File: src/tgf_pkg.sv
// Package for the track gap linear fill core: field widths, command kinds
// and the command item passed from the front end to the back end.
// No dependencies.
`default_nettype none
package tgf_pkg;

  localparam int LAT_W = 38;
  localparam int LON_W = 39;
  localparam int ALT_W = 28;
  localparam int TAG_W = 32;
  localparam int CNT_W = 6;
  localparam int N_W   = 7;
  localparam int DIV_W = 40;
  localparam int DIF_W = 41;
  localparam int DCNT_W = 6;

  typedef enum logic [3:0] {
    CMD_STORE = 4'b0001,
    CMD_START = 4'b0010,
    CMD_FLUSH = 4'b0100,
    CMD_FILL  = 4'b1000
  } cmd_kind_t;

  typedef struct packed {
    cmd_kind_t               kind;
    logic signed [LAT_W-1:0] lat;
    logic signed [LON_W-1:0] lon;
    logic signed [ALT_W-1:0] alt;
    logic [TAG_W-1:0]        tag;
    logic                    tend;
    logic                    missing;
    logic [CNT_W-1:0]        count;
  } cmd_t;

endpackage
`default_nettype wire

File: src/tgf_if.sv
// Stream interfaces for sample items in and result items out.
// Depends on tgf_pkg for the field widths.
`default_nettype none
interface tgf_in_if import tgf_pkg::*; ();
  logic                    valid;
  logic                    ready;
  logic signed [LAT_W-1:0] lat_in;
  logic signed [LON_W-1:0] lon_in;
  logic signed [ALT_W-1:0] alt_in;
  logic [TAG_W-1:0]        tag_in;
  logic                    track_end_in;
  modport source (output valid, lat_in, lon_in, alt_in, tag_in, track_end_in,
                  input ready);
  modport sink (input valid, lat_in, lon_in, alt_in, tag_in, track_end_in,
                output ready);
endinterface

interface tgf_out_if import tgf_pkg::*; ();
  logic                    valid;
  logic                    ready;
  logic signed [LAT_W-1:0] lat_out;
  logic signed [LON_W-1:0] lon_out;
  logic signed [ALT_W-1:0] alt_out;
  logic [TAG_W-1:0]        tag_out;
  logic                    was_filled;
  logic                    gap_unfilled;
  logic                    track_end_out;
  logic                    burst_end;
  modport source (output valid, lat_out, lon_out, alt_out, tag_out, was_filled,
                  gap_unfilled, track_end_out, burst_end, input ready);
  modport sink (input valid, lat_out, lon_out, alt_out, tag_out, was_filled,
                gap_unfilled, track_end_out, burst_end, output ready);
endinterface
`default_nettype wire

File: src/tgf_front.sv
// Front end: accepts sample items, tracks run state and classifies each
// item into a command. Depends on tgf_pkg and tgf_if.
`default_nettype none
module tgf_front import tgf_pkg::*; #(
  parameter int MAX_GAP = 32
) (
  input  wire logic clk,
  input  wire logic rst,
  tgf_in_if.sink    samples,
  output cmd_t      cmd,
  output logic      cmd_valid,
  input  wire logic cmd_ready
);

  logic             at_track_start;
  logic             run_broken;
  logic [CNT_W-1:0] gap_count;
  logic             missing;
  logic             accept;

  assign missing   = (samples.lat_in == '0) && (samples.lon_in == '0);
  assign cmd_valid = samples.valid;
  assign samples.ready = cmd_ready;
  assign accept    = samples.valid && cmd_ready;

  always_comb begin
    cmd.lat     = samples.lat_in;
    cmd.lon     = samples.lon_in;
    cmd.alt     = samples.alt_in;
    cmd.tag     = samples.tag_in;
    cmd.tend    = samples.track_end_in;
    cmd.missing = missing;
    cmd.count   = gap_count;
    if (at_track_start) begin
      cmd.kind = CMD_START;
    end else if (missing) begin
      if (samples.track_end_in || run_broken || gap_count >= CNT_W'(MAX_GAP)) begin
        cmd.kind = CMD_FLUSH;
      end else begin
        cmd.kind = CMD_STORE;
      end
    end else begin
      cmd.kind = CMD_FILL;
    end
  end

  always_ff @(posedge clk) begin
    if (rst) begin
      at_track_start <= 1'b1;
      run_broken     <= 1'b0;
      gap_count      <= '0;
    end else if (accept) begin
      case (cmd.kind)
        CMD_START: begin
          gap_count      <= '0;
          run_broken     <= 1'b0;
          at_track_start <= samples.track_end_in;
        end
        CMD_FLUSH: begin
          gap_count  <= '0;
          run_broken <= !samples.track_end_in;
        end
        CMD_STORE: begin
          gap_count <= gap_count + 1'b1;
        end
        default: begin
          gap_count  <= '0;
          run_broken <= 1'b0;
        end
      endcase
      if (samples.track_end_in) begin
        at_track_start <= 1'b1;
      end
    end
  end

endmodule
`default_nettype wire

File: src/tgf_cmd_queue.sv
// Two-entry command queue between the front end and the back end.
// Depends on tgf_pkg.
`default_nettype none
module tgf_cmd_queue import tgf_pkg::*; (
  input  wire logic clk,
  input  wire logic rst,
  input  wire cmd_t wr_data,
  input  wire logic wr_valid,
  output logic      wr_ready,
  output cmd_t      rd_data,
  output logic      rd_valid,
  input  wire logic rd_ready
);

  cmd_t       slots [2];
  logic       wr_ptr;
  logic       rd_ptr;
  logic [1:0] fill;
  logic       push;
  logic       pop;

  assign wr_ready = (fill != 2'd2);
  assign rd_valid = (fill != 2'd0);
  assign rd_data  = slots[rd_ptr];
  assign push     = wr_valid && wr_ready;
  assign pop      = rd_valid && rd_ready;

  always_ff @(posedge clk) begin
    if (push) begin
      slots[wr_ptr] <= wr_data;
    end
  end

  always_ff @(posedge clk) begin
    if (rst) begin
      wr_ptr <= 1'b0;
      rd_ptr <= 1'b0;
      fill   <= 2'd0;
    end else begin
      if (push) begin
        wr_ptr <= !wr_ptr;
      end
      if (pop) begin
        rd_ptr <= !rd_ptr;
      end
      case ({push, pop})
        2'b10:   fill <= fill + 2'd1;
        2'b01:   fill <= fill - 2'd1;
        default: fill <= fill;
      endcase
    end
  end

endmodule
`default_nettype wire

File: src/tgf_back.sv
// Back end: holds the anchor and gap buffer, runs the per-coordinate dividers
// and drains filled or unfilled runs into the output register.
// Depends on tgf_pkg and tgf_if.
`default_nettype none
module tgf_back import tgf_pkg::*; #(
  parameter int MAX_GAP = 32
) (
  input  wire logic clk,
  input  wire logic rst,
  input  wire cmd_t cmd_in,
  input  wire logic cmd_valid,
  output logic      cmd_ready,
  tgf_out_if.source results
);

  localparam int AW = (MAX_GAP > 1) ? $clog2(MAX_GAP) : 1;

  typedef enum logic [4:0] {
    ST_IDLE = 5'b00001,
    ST_DIV  = 5'b00010,
    ST_READ = 5'b00100,
    ST_EMIT = 5'b01000,
    ST_LAST = 5'b10000
  } state_t;

  state_t                  state;
  cmd_t                    cmd;
  logic signed [LAT_W-1:0] anchor_lat;
  logic signed [LON_W-1:0] anchor_lon;
  logic signed [ALT_W-1:0] anchor_alt;
  logic [TAG_W-1:0]        gap_tags [MAX_GAP];
  logic [ALT_W-1:0]        gap_alts [MAX_GAP];
  logic [TAG_W-1:0]        rd_tag;
  logic [ALT_W-1:0]        rd_alt;
  logic [CNT_W-1:0]        k;
  logic [DCNT_W-1:0]       div_cnt;
  logic [N_W-1:0]          n;
  logic [DIV_W-1:0]        dvd [3];
  logic [N_W-1:0]          rem [3];
  logic [DIV_W-1:0]        q_acc [3];
  logic [N_W-1:0]          r_acc [3];
  logic [2:0]              neg;
  logic signed [DIF_W-1:0] diff [3];
  logic signed [DIF_W-1:0] anc_x [3];
  logic signed [DIF_W-1:0] fill_v [3];
  logic [N_W:0]            rem_s [3];
  logic [N_W:0]            r_sum [3];
  logic                    slot_free;
  logic                    out_valid;
  logic                    out_load;

  assign n         = N_W'(cmd.count) + 1'b1;
  assign slot_free = !out_valid || results.ready;
  assign out_load  = ((state == ST_EMIT) || (state == ST_LAST)) && slot_free;
  assign results.valid = out_valid;
  assign cmd_ready = (state == ST_IDLE);

  always_comb begin
    anc_x[0] = DIF_W'(anchor_lat);
    anc_x[1] = DIF_W'(anchor_lon);
    anc_x[2] = DIF_W'(anchor_alt);
    diff[0]  = DIF_W'(cmd_in.lat) - DIF_W'(anchor_lat);
    diff[1]  = DIF_W'(cmd_in.lon) - DIF_W'(anchor_lon);
    diff[2]  = DIF_W'(cmd_in.alt) - DIF_W'(anchor_alt);
    for (int i = 0; i < 3; i++) begin
      rem_s[i] = {rem[i], dvd[i][DIV_W-1]};
      r_sum[i] = {1'b0, r_acc[i]} + {1'b0, rem[i]};
      fill_v[i] = neg[i] ? anc_x[i] - DIF_W'(q_acc[i]) : anc_x[i] + DIF_W'(q_acc[i]);
    end
  end

  always_ff @(posedge clk) begin
    if (state == ST_IDLE && cmd_valid && cmd_in.kind == CMD_STORE) begin
      gap_tags[cmd_in.count[AW-1:0]] <= cmd_in.tag;
      gap_alts[cmd_in.count[AW-1:0]] <= cmd_in.alt;
    end
    rd_tag <= gap_tags[k[AW-1:0]];
    rd_alt <= gap_alts[k[AW-1:0]];
  end

  always_ff @(posedge clk) begin
    if (rst) begin
      state      <= ST_IDLE;
      out_valid  <= 1'b0;
      anchor_lat <= '0;
      anchor_lon <= '0;
      anchor_alt <= '0;
      k          <= '0;
      div_cnt    <= '0;
    end else begin
      if (out_load) begin
        out_valid <= 1'b1;
      end else if (results.ready) begin
        out_valid <= 1'b0;
      end
      case (state)
        ST_IDLE: begin
          if (cmd_valid && cmd_in.kind != CMD_STORE) begin
            cmd <= cmd_in;
            k   <= '0;
            for (int i = 0; i < 3; i++) begin
              neg[i]   <= diff[i][DIF_W-1];
              dvd[i]   <= diff[i][DIF_W-1] ? DIV_W'(-diff[i]) : DIV_W'(diff[i]);
              rem[i]   <= '0;
              q_acc[i] <= '0;
              r_acc[i] <= '0;
            end
            div_cnt <= '0;
            if (cmd_in.count == '0) begin
              state <= ST_LAST;
            end else if (cmd_in.kind == CMD_FILL) begin
              state <= ST_DIV;
            end else begin
              state <= ST_READ;
            end
          end
        end
        ST_DIV: begin
          for (int i = 0; i < 3; i++) begin
            if (rem_s[i] >= {1'b0, n}) begin
              rem[i] <= N_W'(rem_s[i] - {1'b0, n});
              dvd[i] <= {dvd[i][DIV_W-2:0], 1'b1};
            end else begin
              rem[i] <= N_W'(rem_s[i]);
              dvd[i] <= {dvd[i][DIV_W-2:0], 1'b0};
            end
          end
          div_cnt <= div_cnt + 1'b1;
          if (div_cnt == DCNT_W'(DIV_W - 1)) begin
            state <= ST_READ;
          end
        end
        ST_READ: begin
          for (int i = 0; i < 3; i++) begin
            if (r_sum[i] >= {1'b0, n}) begin
              r_acc[i] <= N_W'(r_sum[i] - {1'b0, n});
              q_acc[i] <= q_acc[i] + dvd[i] + 1'b1;
            end else begin
              r_acc[i] <= N_W'(r_sum[i]);
              q_acc[i] <= q_acc[i] + dvd[i];
            end
          end
          state <= ST_EMIT;
        end
        ST_EMIT: begin
          if (slot_free) begin
            results.tag_out       <= rd_tag;
            results.track_end_out <= 1'b0;
            results.burst_end     <= 1'b0;
            if (cmd.kind == CMD_FILL) begin
              results.lat_out      <= LAT_W'(fill_v[0]);
              results.lon_out      <= LON_W'(fill_v[1]);
              results.alt_out      <= ALT_W'(fill_v[2]);
              results.was_filled   <= 1'b1;
              results.gap_unfilled <= 1'b0;
            end else begin
              results.lat_out      <= '0;
              results.lon_out      <= '0;
              results.alt_out      <= rd_alt;
              results.was_filled   <= 1'b0;
              results.gap_unfilled <= 1'b1;
            end
            k <= k + 1'b1;
            if (k + 1'b1 == cmd.count) begin
              state <= ST_LAST;
            end else begin
              state <= ST_READ;
            end
          end
        end
        ST_LAST: begin
          if (slot_free) begin
            results.tag_out       <= cmd.tag;
            results.alt_out       <= cmd.alt;
            results.was_filled    <= 1'b0;
            results.track_end_out <= cmd.tend;
            results.burst_end     <= 1'b1;
            if (cmd.kind == CMD_FLUSH) begin
              results.lat_out      <= '0;
              results.lon_out      <= '0;
              results.gap_unfilled <= 1'b1;
            end else begin
              results.lat_out      <= cmd.lat;
              results.lon_out      <= cmd.lon;
              results.gap_unfilled <= (cmd.kind == CMD_START) && cmd.missing;
              anchor_lat           <= cmd.lat;
              anchor_lon           <= cmd.lon;
              anchor_alt           <= cmd.alt;
            end
            state <= ST_IDLE;
          end
        end
        default: begin
          state <= ST_IDLE;
        end
      endcase
    end
  end

  a_div_only_fill: assert property (@(posedge clk) disable iff (rst)
    state == ST_DIV |-> cmd.kind == CMD_FILL)
    else $error("divider running for a command that is not a fill");

  a_emit_in_run: assert property (@(posedge clk) disable iff (rst)
    state == ST_EMIT |-> k < cmd.count)
    else $error("drain index beyond the buffered run");

  a_last_marks_burst: assert property (@(posedge clk) disable iff (rst)
    (state == ST_LAST && slot_free) |=> (out_valid && results.burst_end))
    else $error("final result of a command not marked as burst end");

endmodule
`default_nettype wire

File: src/track_gap_linear_fill_core.sv
// Top level of the track gap linear fill core: front end, command queue
// and back end. Depends on tgf_pkg, tgf_if and the three submodules.
//
//   Channel   Dir  Handshake     Payload
//   samples   in   valid/ready   lat_in lon_in alt_in tag_in track_end_in
//   results   out  valid/ready   lat_out lon_out alt_out tag_out was_filled
//                                gap_unfilled track_end_out burst_end
//
// A buffered sample is stored in the gap buffer while the back end idles;
// a sample that emits results steps through READ and EMIT per drained
// entry, then LAST. A fill of a run first runs the bit-serial dividers in
// DIV, one per coordinate. Reset is synchronous and needs no clearing pass.
// The two-entry queue lets the front accept items while results stall.
`default_nettype none
module track_gap_linear_fill_core import tgf_pkg::*; #(
  parameter int MAX_GAP = 32
) (
  input  wire logic clk,
  input  wire logic rst,
  tgf_in_if.sink    samples,
  tgf_out_if.source results
);

  cmd_t front_cmd;
  logic front_valid;
  logic front_ready;
  cmd_t back_cmd;
  logic back_valid;
  logic back_ready;

  tgf_front #(.MAX_GAP(MAX_GAP)) u_front (
    .clk       (clk),
    .rst       (rst),
    .samples   (samples),
    .cmd       (front_cmd),
    .cmd_valid (front_valid),
    .cmd_ready (front_ready)
  );

  tgf_cmd_queue u_queue (
    .clk      (clk),
    .rst      (rst),
    .wr_data  (front_cmd),
    .wr_valid (front_valid),
    .wr_ready (front_ready),
    .rd_data  (back_cmd),
    .rd_valid (back_valid),
    .rd_ready (back_ready)
  );

  tgf_back #(.MAX_GAP(MAX_GAP)) u_back (
    .clk       (clk),
    .rst       (rst),
    .cmd_in    (back_cmd),
    .cmd_valid (back_valid),
    .cmd_ready (back_ready),
    .results   (results)
  );

endmodule
`default_nettype wire
File: src/flat_wrapper.sv
// flat-port wrapper written by rule: the top's interface ports become plain ports
module track_gap_linear_fill_core_flat import tgf_pkg::*;
#(
  parameter int MAX_GAP = 32
)
  (clk, rst, samples_valid, samples_lat_in, samples_lon_in, samples_alt_in, samples_tag_in, samples_track_end_in, samples_ready, results_valid, results_lat_out, results_lon_out, results_alt_out, results_tag_out, results_was_filled, results_gap_unfilled, results_track_end_out, results_burst_end, results_ready);
  tgf_in_if samples_i ();
  tgf_out_if results_i ();
  input  wire logic clk;
  input  wire logic rst;
  input wire logic [$bits(samples_i.valid)-1:0] samples_valid;
  input wire logic [$bits(samples_i.lat_in)-1:0] samples_lat_in;
  input wire logic [$bits(samples_i.lon_in)-1:0] samples_lon_in;
  input wire logic [$bits(samples_i.alt_in)-1:0] samples_alt_in;
  input wire logic [$bits(samples_i.tag_in)-1:0] samples_tag_in;
  input wire logic [$bits(samples_i.track_end_in)-1:0] samples_track_end_in;
  output wire logic [$bits(samples_i.ready)-1:0] samples_ready;
  output wire logic [$bits(results_i.valid)-1:0] results_valid;
  output wire logic [$bits(results_i.lat_out)-1:0] results_lat_out;
  output wire logic [$bits(results_i.lon_out)-1:0] results_lon_out;
  output wire logic [$bits(results_i.alt_out)-1:0] results_alt_out;
  output wire logic [$bits(results_i.tag_out)-1:0] results_tag_out;
  output wire logic [$bits(results_i.was_filled)-1:0] results_was_filled;
  output wire logic [$bits(results_i.gap_unfilled)-1:0] results_gap_unfilled;
  output wire logic [$bits(results_i.track_end_out)-1:0] results_track_end_out;
  output wire logic [$bits(results_i.burst_end)-1:0] results_burst_end;
  input wire logic [$bits(results_i.ready)-1:0] results_ready;
  assign samples_i.valid = samples_valid;
  assign samples_i.lat_in = samples_lat_in;
  assign samples_i.lon_in = samples_lon_in;
  assign samples_i.alt_in = samples_alt_in;
  assign samples_i.tag_in = samples_tag_in;
  assign samples_i.track_end_in = samples_track_end_in;
  assign samples_ready = samples_i.ready;
  assign results_valid = results_i.valid;
  assign results_lat_out = results_i.lat_out;
  assign results_lon_out = results_i.lon_out;
  assign results_alt_out = results_i.alt_out;
  assign results_tag_out = results_i.tag_out;
  assign results_was_filled = results_i.was_filled;
  assign results_gap_unfilled = results_i.gap_unfilled;
  assign results_track_end_out = results_i.track_end_out;
  assign results_burst_end = results_i.burst_end;
  assign results_i.ready = results_ready;
  track_gap_linear_fill_core #(.MAX_GAP(MAX_GAP)) u_core (.clk(clk), .rst(rst), .samples(samples_i), .results(results_i));
endmodule
File: config.mk
export PLATFORM = sky130hd
export DESIGN_NAME = track_gap_linear_fill_core_flat
export DESIGN_NICKNAME = d
export VERILOG_FILES = /design/src/tgf_pkg.sv /design/src/tgf_if.sv /design/src/tgf_front.sv /design/src/tgf_cmd_queue.sv /design/src/tgf_back.sv /design/src/track_gap_linear_fill_core.sv /design/src/flat_wrapper.sv
export SDC_FILE = /design/constraint.sdc
export NUM_CORES = 2
export LEC_CHECK = 0
export BUFFER_PORTS_ARGS = -buffer_cell sky130_fd_sc_hd__buf_2
export CAP_MARGIN = 20
export CORE_AREA = 2 2 515 773
export DETAILED_ROUTE_END_ITERATION = 7
export DIE_AREA = 0 0 517 775
export GPL_TIMING_DRIVEN = 0
export PLACE_DENSITY = 0.55
export SLEW_MARGIN = 10
export SYNTH_ARGS = -nofsm -noshare
export SYNTH_HDL_FRONTEND = slang
export SYNTH_SLANG_ARGS = --single-unit
File: constraint.sdc
create_clock -name clk -period 39.2 [get_ports clk]
set_input_delay 5.88 -clock clk [delete_from_list [all_inputs] [get_ports clk]]
set_output_delay 5.88 -clock clk [all_outputs]
set_load 0.02 [all_outputs]
== Yosys cells after proc, flatten, opt, wreduce, memory -nomap -nowiden ==
Memory sizes are Yosys's and may differ from the RTL's. A register that Yosys moved wholly into a read port is not among the register bits.
Cells that the tools add are included.
Word-level totals
  register bits: 428
  bits in latches: 0
  bits in writable memories: 2500
  ROM bits: 0
  bits of input ports: 142
  logic and storage cells: 300
  memories kept: 7
Memories
  u_core.u_back.gap_tags: words 32, bits a word 32, read ports 1, clocked after memory_dff 1, write ports 1, RTL line tgf_back.sv:31  | logic [TAG_W-1:0] gap_tags [MAX_GAP];
  u_core.u_back.gap_alts: words 32, bits a word 28, read ports 1, clocked after memory_dff 1, write ports 1, RTL line tgf_back.sv:32  | logic [ALT_W-1:0] gap_alts [MAX_GAP];
  u_core.u_queue.slots: words 2, bits a word 149, read ports 1, clocked after memory_dff 1, write ports 1, RTL line tgf_cmd_queue.sv:15  | cmd_t slots [2];
  u_core.u_back.dvd: words 3, bits a word 40, read ports 3, clocked after memory_dff 0, write ports 3, RTL line tgf_back.sv:38  | logic [DIV_W-1:0] dvd [3];
  u_core.u_back.q_acc: words 3, bits a word 40, read ports 3, clocked after memory_dff 0, write ports 3, RTL line tgf_back.sv:40  | logic [DIV_W-1:0] q_acc [3];
  u_core.u_back.r_acc: words 3, bits a word 7, read ports 3, clocked after memory_dff 0, write ports 3, RTL line tgf_back.sv:41  | logic [N_W-1:0] r_acc [3];
  1 more memories
Cells by class
  $add $sub $neg: 33
  multiply operators: 0
  divide/modulo/power cells: 0
  magnitude comparators: 7
  equal/unequal tests: 23
  shift-type cells: 0
  mux-type cells: 140
  bitwise gates (word level): 27
  reductions and logical operators: 33
Operators with widths (number)
  $mux 40: 15
  $mux 39: 5
  $mux 38: 5
  $add 40x1->40 const B: 3
  $add 40x40->40: 3
  $mux 28: 4
  $mux 7: 12
  $pmux 39 s2: 1
  $pmux 38 s2: 1
  $mux 1: 71
  $mux 32: 2
  $pmux 32 s2: 1
  $pmux 28 s2: 1
  $ge 8x7->1: 6
  $sub 7x7->7: 6
  $neg 29->40: 1
  $neg 39->40: 1
  $neg 40->40: 1
  $sub 39x39->40: 1
  $add 39x39->39: 1
  $logic_not 39->1: 1
  $sub 38x38->39: 1
  $sub 39x39->39: 1
  $add 38x38->38: 1
  44 further kinds: 118

== Longest topological paths before layout ==
An unclocked memory read counts as a cell.
  word-level depth: 9
  mapped depth: 21
  mapped depth without buffers: 21

== Cells and area by module ==
A second synthesis with hierarchy kept.
Unflattened totals
  cell total of the unflattened synthesis: 9373
  area, all modules: 137929.8 µm²
By module, submodules not included
  tgf_back: instances 1, cells an instance 8660, area an instance 125213.8 µm²
  tgf_cmd_queue: instances 1, cells an instance 488, area an instance 11015.6 µm²
  tgf_front: instances 1, cells an instance 225, area an instance 1700.4 µm²

== Worst setup path after synthesis ==
Ideal clock, no wire load.
  path type: input -> register
  start: in rst
  end: reg u_core.u_back.results.alt_out[0], enable pin
  library setup time: 0.849 ns
  arrival time: 16.571 ns
  data required time: 38.351 ns
  slack: 21.779 ns
  stages on the path: 3
  buffers on the path: 2
  cells stage by stage: clkbuf_1 > clkbuf_1 > a211oi_1
On the way
  word-level cells in the longest chain between the ends: 2
Ends and longest elaborated chain
  start, declared: RTL line flat_wrapper.sv:10  | input wire logic rst;
  $not 1->1 (no source line)
  $reduce_and 4->1 (no source line)
  end signal, assigned: RTL line tgf_back.sv:153  | results.alt_out <= ALT_W'(fill_v[2]);
  end signal, assigned: RTL line tgf_back.sv:159  | results.alt_out <= rd_alt;
  end signal, assigned: RTL line tgf_back.sv:174  | results.alt_out <= cmd.alt;
  end, declared: RTL line tgf_if.sv:29  | modport source (output valid, lat_out, lon_out, alt_out, tag_out, was_filled,
Every way passes these cells.
A chain may end at the register's enable or synchronous reset.

==> results_dict.tcl <==
set metrics [dict create \
    drc 0 \
    synth-compound-area-share_pct 7.808 \
    core_area_mm2 0.3945 \
    die_area_mm2 0.4007 \
    clkSlewWorstSetupHoldPaths_ps 70 \
    dp_hpwl_um 314700 \
    fin_nets 10700 \
    start_util_pct 34.84 \
    synth_nets 9885 \
    die_y_um 775 \
    max_slew.worst_pin.slew_ps 1456 \
    final_area_mm2 0.1604 \
    fin_skew_ps 80.81 \
    grt-ovfl-total 0 \
    start_kind "input port" \
    maxSlewHeadroom_pct 2.468 \
    synth-simple-area-share_pct 7.527 \
    antenna_found_initial 40 \
    final.period_utilization_pct 24.45 \
    crit_start "rst" \
    grt_pass1_wl_um 605300 \
    worstPathRequired_ps 39800 \
    vias_per_cell 5.423 \
    postCtsResizedCells 0 \
    slowest_stage "nor4bb_1" \
    finalPower_mw 9.651 \
    ir_drop_mv 0.03935 \
    yosysSeqAreaShare_pct 63.55 \
    cts_setup_buffers 0 \
    hold_viol 0 \
    period_minus_slack_ps 9585 \
    yosysWarningCount 0 \
    synthArstFlopShare_pct 0 \
    ys.flop_type "edfxtp_1" \
    yosys.cell_types.count 100 \
    htree_levels 5 \
    grt_util_all_layers_pct 20.83 \
    hold_class "register to register" \
    wl_per_cell_um 27.18 \
    crit_type "input port to register" \
    cts_hold_buf 0 \
    rsz0062_at_grt "no" \
    numCtsBuffers 308 \
    placed_cell_area_mm2 0.1499 \
    ant_nets 0 \
    drt-total-wl_um 426700 \
    drtPass1Iterations 8 \
    maxSlewViolCount 0 \
    grt_pass1_vias 87600 \
    final_cell_mix "edfxtp_1, nand2_1, mux4_2" \
    fill_cells 36110 \
    synth_top_family_by_area "multiplexers" \
    synth_edf_count 2777 \
    cts.sinks 2974 \
    final.setup.tns_ps 0 \
    ioPinCount 285 \
    vias 85120 \
    fp.dieW_um 517 \
    port_buffers 284 \
    clock_latency_ps 940 \
    p_per_area_mw_per_mm2 60.18 \
    drive_gt1_share_pct 18.82 \
    synth_cells 9338 \
    syn2layout_area_growth_pct 16.68 \
    setup_viol 0 \
    syn-cell-area_mm2 0.1374 \
    synth-seq-cells 2974 \
    clockRootBuffer "clkbuf_16" \
    critical_path.max_stage_delay_ps 840 \
    run_status "finished clean" \
    synth_mux_area_share_pct 11.89 \
    core.rowCount 283 \
    drv_cap 0 \
    clockBufferDepth 4 \
    cp_cell_sequence "buf_2 -> or4_1 -> or2_2 -> clkbuf_1 -> or3_1 -> a211oi_2 -> nor3b_1 -> nor4bb_1 -> nand3_1 -> nor2_1 -> a311o_1 -> o21ai_0" \
    grt_max_degree 48 \
    cp_max_fo 10 \
    critical-path-top-delay-family "simple AND/OR/NAND/NOR gates" \
    crit_buf_inv 2 \
    p_leak_nw 52.45 \
    place_congestion 0.9049 \
    worst_setup_path_end_kind "register" \
    worstHoldStart "u_core.u_back.anchor_alt[10]" \
    cts_tree "yes" \
    synth.avg_cell_area_um2 14.72 \
    fmax_ghz 0.1043 \
    synthXorXnorAreaFrac_pct 3.594 \
    layout_commonest_cell "edfxtp_1" \
    drt_iter0_drc 7531 \
    synth_fa_ha_area_share_pct 3.785 \
    critPathArrivalTime_ps 10190 \
]
==> worst paths after layout <==
| kind | cells past startpoint | endpoint | slack, ps |
|---|---|---|---|
| hold reg to reg | 2 | u_core.u_back.anchor_alt[10] | 480 |
| hold / removal | 2 | u_core.u_back.anchor_alt[10] | 480 |
| setup / recovery | 12 | u_core.u_back.q_acc[0][37] | 29620 |
| setup reg to reg | 21 | u_core.u_back.dvd[1][36] | 29890 |
==> area by class of cell <==
class | instances | area (um^2) | share of cell area (%)
sequential | 2974 | 87330 | 54.46
multi-input combinational | 5691 | 47910 | 29.88
clock buffer | 395 | 8330 | 5.195
tap | 5272 | 6596 | 4.113
timing repair buffer | 509 | 5633 | 3.513
clock inverter | 162 | 1911 | 1.191
buffer | 397 | 1563 | 0.9745
inverter | 276 | 1036 | 0.6460
antenna | 19 | 47.55 | 0.02965
==> worst min-delay path, cell delays in order, from the launching register on <==
cell     delay, ps
dfxtp_1        320
nand2_1         60
a21oi_1         50
==> cell families after synthesis <==
logic type | count (synthesis)
xor gates and xnor gates | 564
DFF | 2974
buffers and inverters | 673
muxes | 857
AOI/OAI and AO/OA | 1691
and+or+nand+nor | 2174
adders and majority gates | 405
==> through the flow <==
stage               util [%]  hold slack, ps  setup WS (ps)  instances
floorplan                  -           453.0          21780       9338
global placement       36.87           465.0          10140      14890
detailed placement     38.00           466.9          28700      15100
CTS                    40.60           476.5          29640      15660
global route           40.65           493.6          29480      15680
finish                 40.65           476.9          29620      15700
==> sequential cells by signal (all words and copies together) (netlist names), 2 cells and up, named ones only <==
name and count:
u_core.u_back.r_acc 21, u_core.u_queue.fill 2, u_core.u_back.rd_tag 32, u_core.u_back.div_cnt 6, u_core.u_back.results.lat_out 38, u_core.u_back.rd_alt 28, u_core.u_back.state 5, u_core.u_back.gap_tags 1024
u_core.u_back.q_acc 105, u_core.u_back.results.tag_out 32, u_core.u_back.neg 3, u_core.u_back.gap_alts 896, u_core.u_back.dvd 120, u_core.u_back.rem 21, u_core.u_queue.slots 298, u_core.u_back.anchor_alt 28
u_core.u_back.cmd 149, u_core.u_front.gap_count 6, u_core.u_back.anchor_lon 39, u_core.u_back.results.alt_out 28, u_core.u_back.anchor_lat 38, u_core.u_back.k 6, u_core.u_back.results.lon_out 39
==> where the power goes <==
group          internal, mW  switching, mW  total [mW]
Clock                  1.74           1.29        3.03
Sequential             3.86          0.110        3.98
Combinational         0.941           1.71        2.65
==> synthesized netlist by cell type (16+ instances only) <==
library cell / n / area [um^2]
fa_1: 18 / 360.4
nor3_1: 146 / 730.7
o31a_1: 17 / 148.9
nor4_1: 61 / 381.6
a31oi_1: 65 / 406.6
ha_1: 387 / 4842
or3_1: 63 / 394.1
nand3_1: 148 / 740.7
a21o_1: 181 / 1359
inv_1: 274 / 1028
nor2b_1: 52 / 325.3
a22o_1: 40 / 350.3
clkbuf_1: 337 / 1265
xnor2_1: 348 / 3048
mux4_2: 600 / 13510
dfxtp_1: 197 / 3944
a21oi_1: 588 / 2943
mux2i_1: 49 / 490.5
o21bai_1: 58 / 435.4
and4_1: 23 / 201.4
or2_2: 36 / 225.2
xor2_1: 216 / 1892
nand2b_1: 42 / 262.8
or4_1: 27 / 202.7
edfxtp_1: 2777 / 83390
o31ai_1: 52 / 390.4
and3_1: 52 / 325.3
o21a_1: 50 / 375.4
nand4_1: 73 / 456.7
o41ai_1: 16 / 140.1
o211ai_1: 37 / 277.8
nand2_1: 716 / 2688
nor3b_1: 28 / 210.2
nand3b_1: 23 / 172.7
nor2_1: 575 / 2158
and2_1: 60 / 375.4
o21ai_0: 338 / 1692
a211oi_1: 60 / 450.4
buf_1: 56 / 210.2
mux2_2: 208 / 2342
==> layer usage <==
layer	global-route usage [%]	wire length, um	vias to the layer above
li1	-	-	38000
met1	23.22	155100	43700
met2	39.11	229900	2665
met3	2.585	20720	759
met4	9.339	20910	6
met5	0	34	-
(Power assumes the default switching activity.)
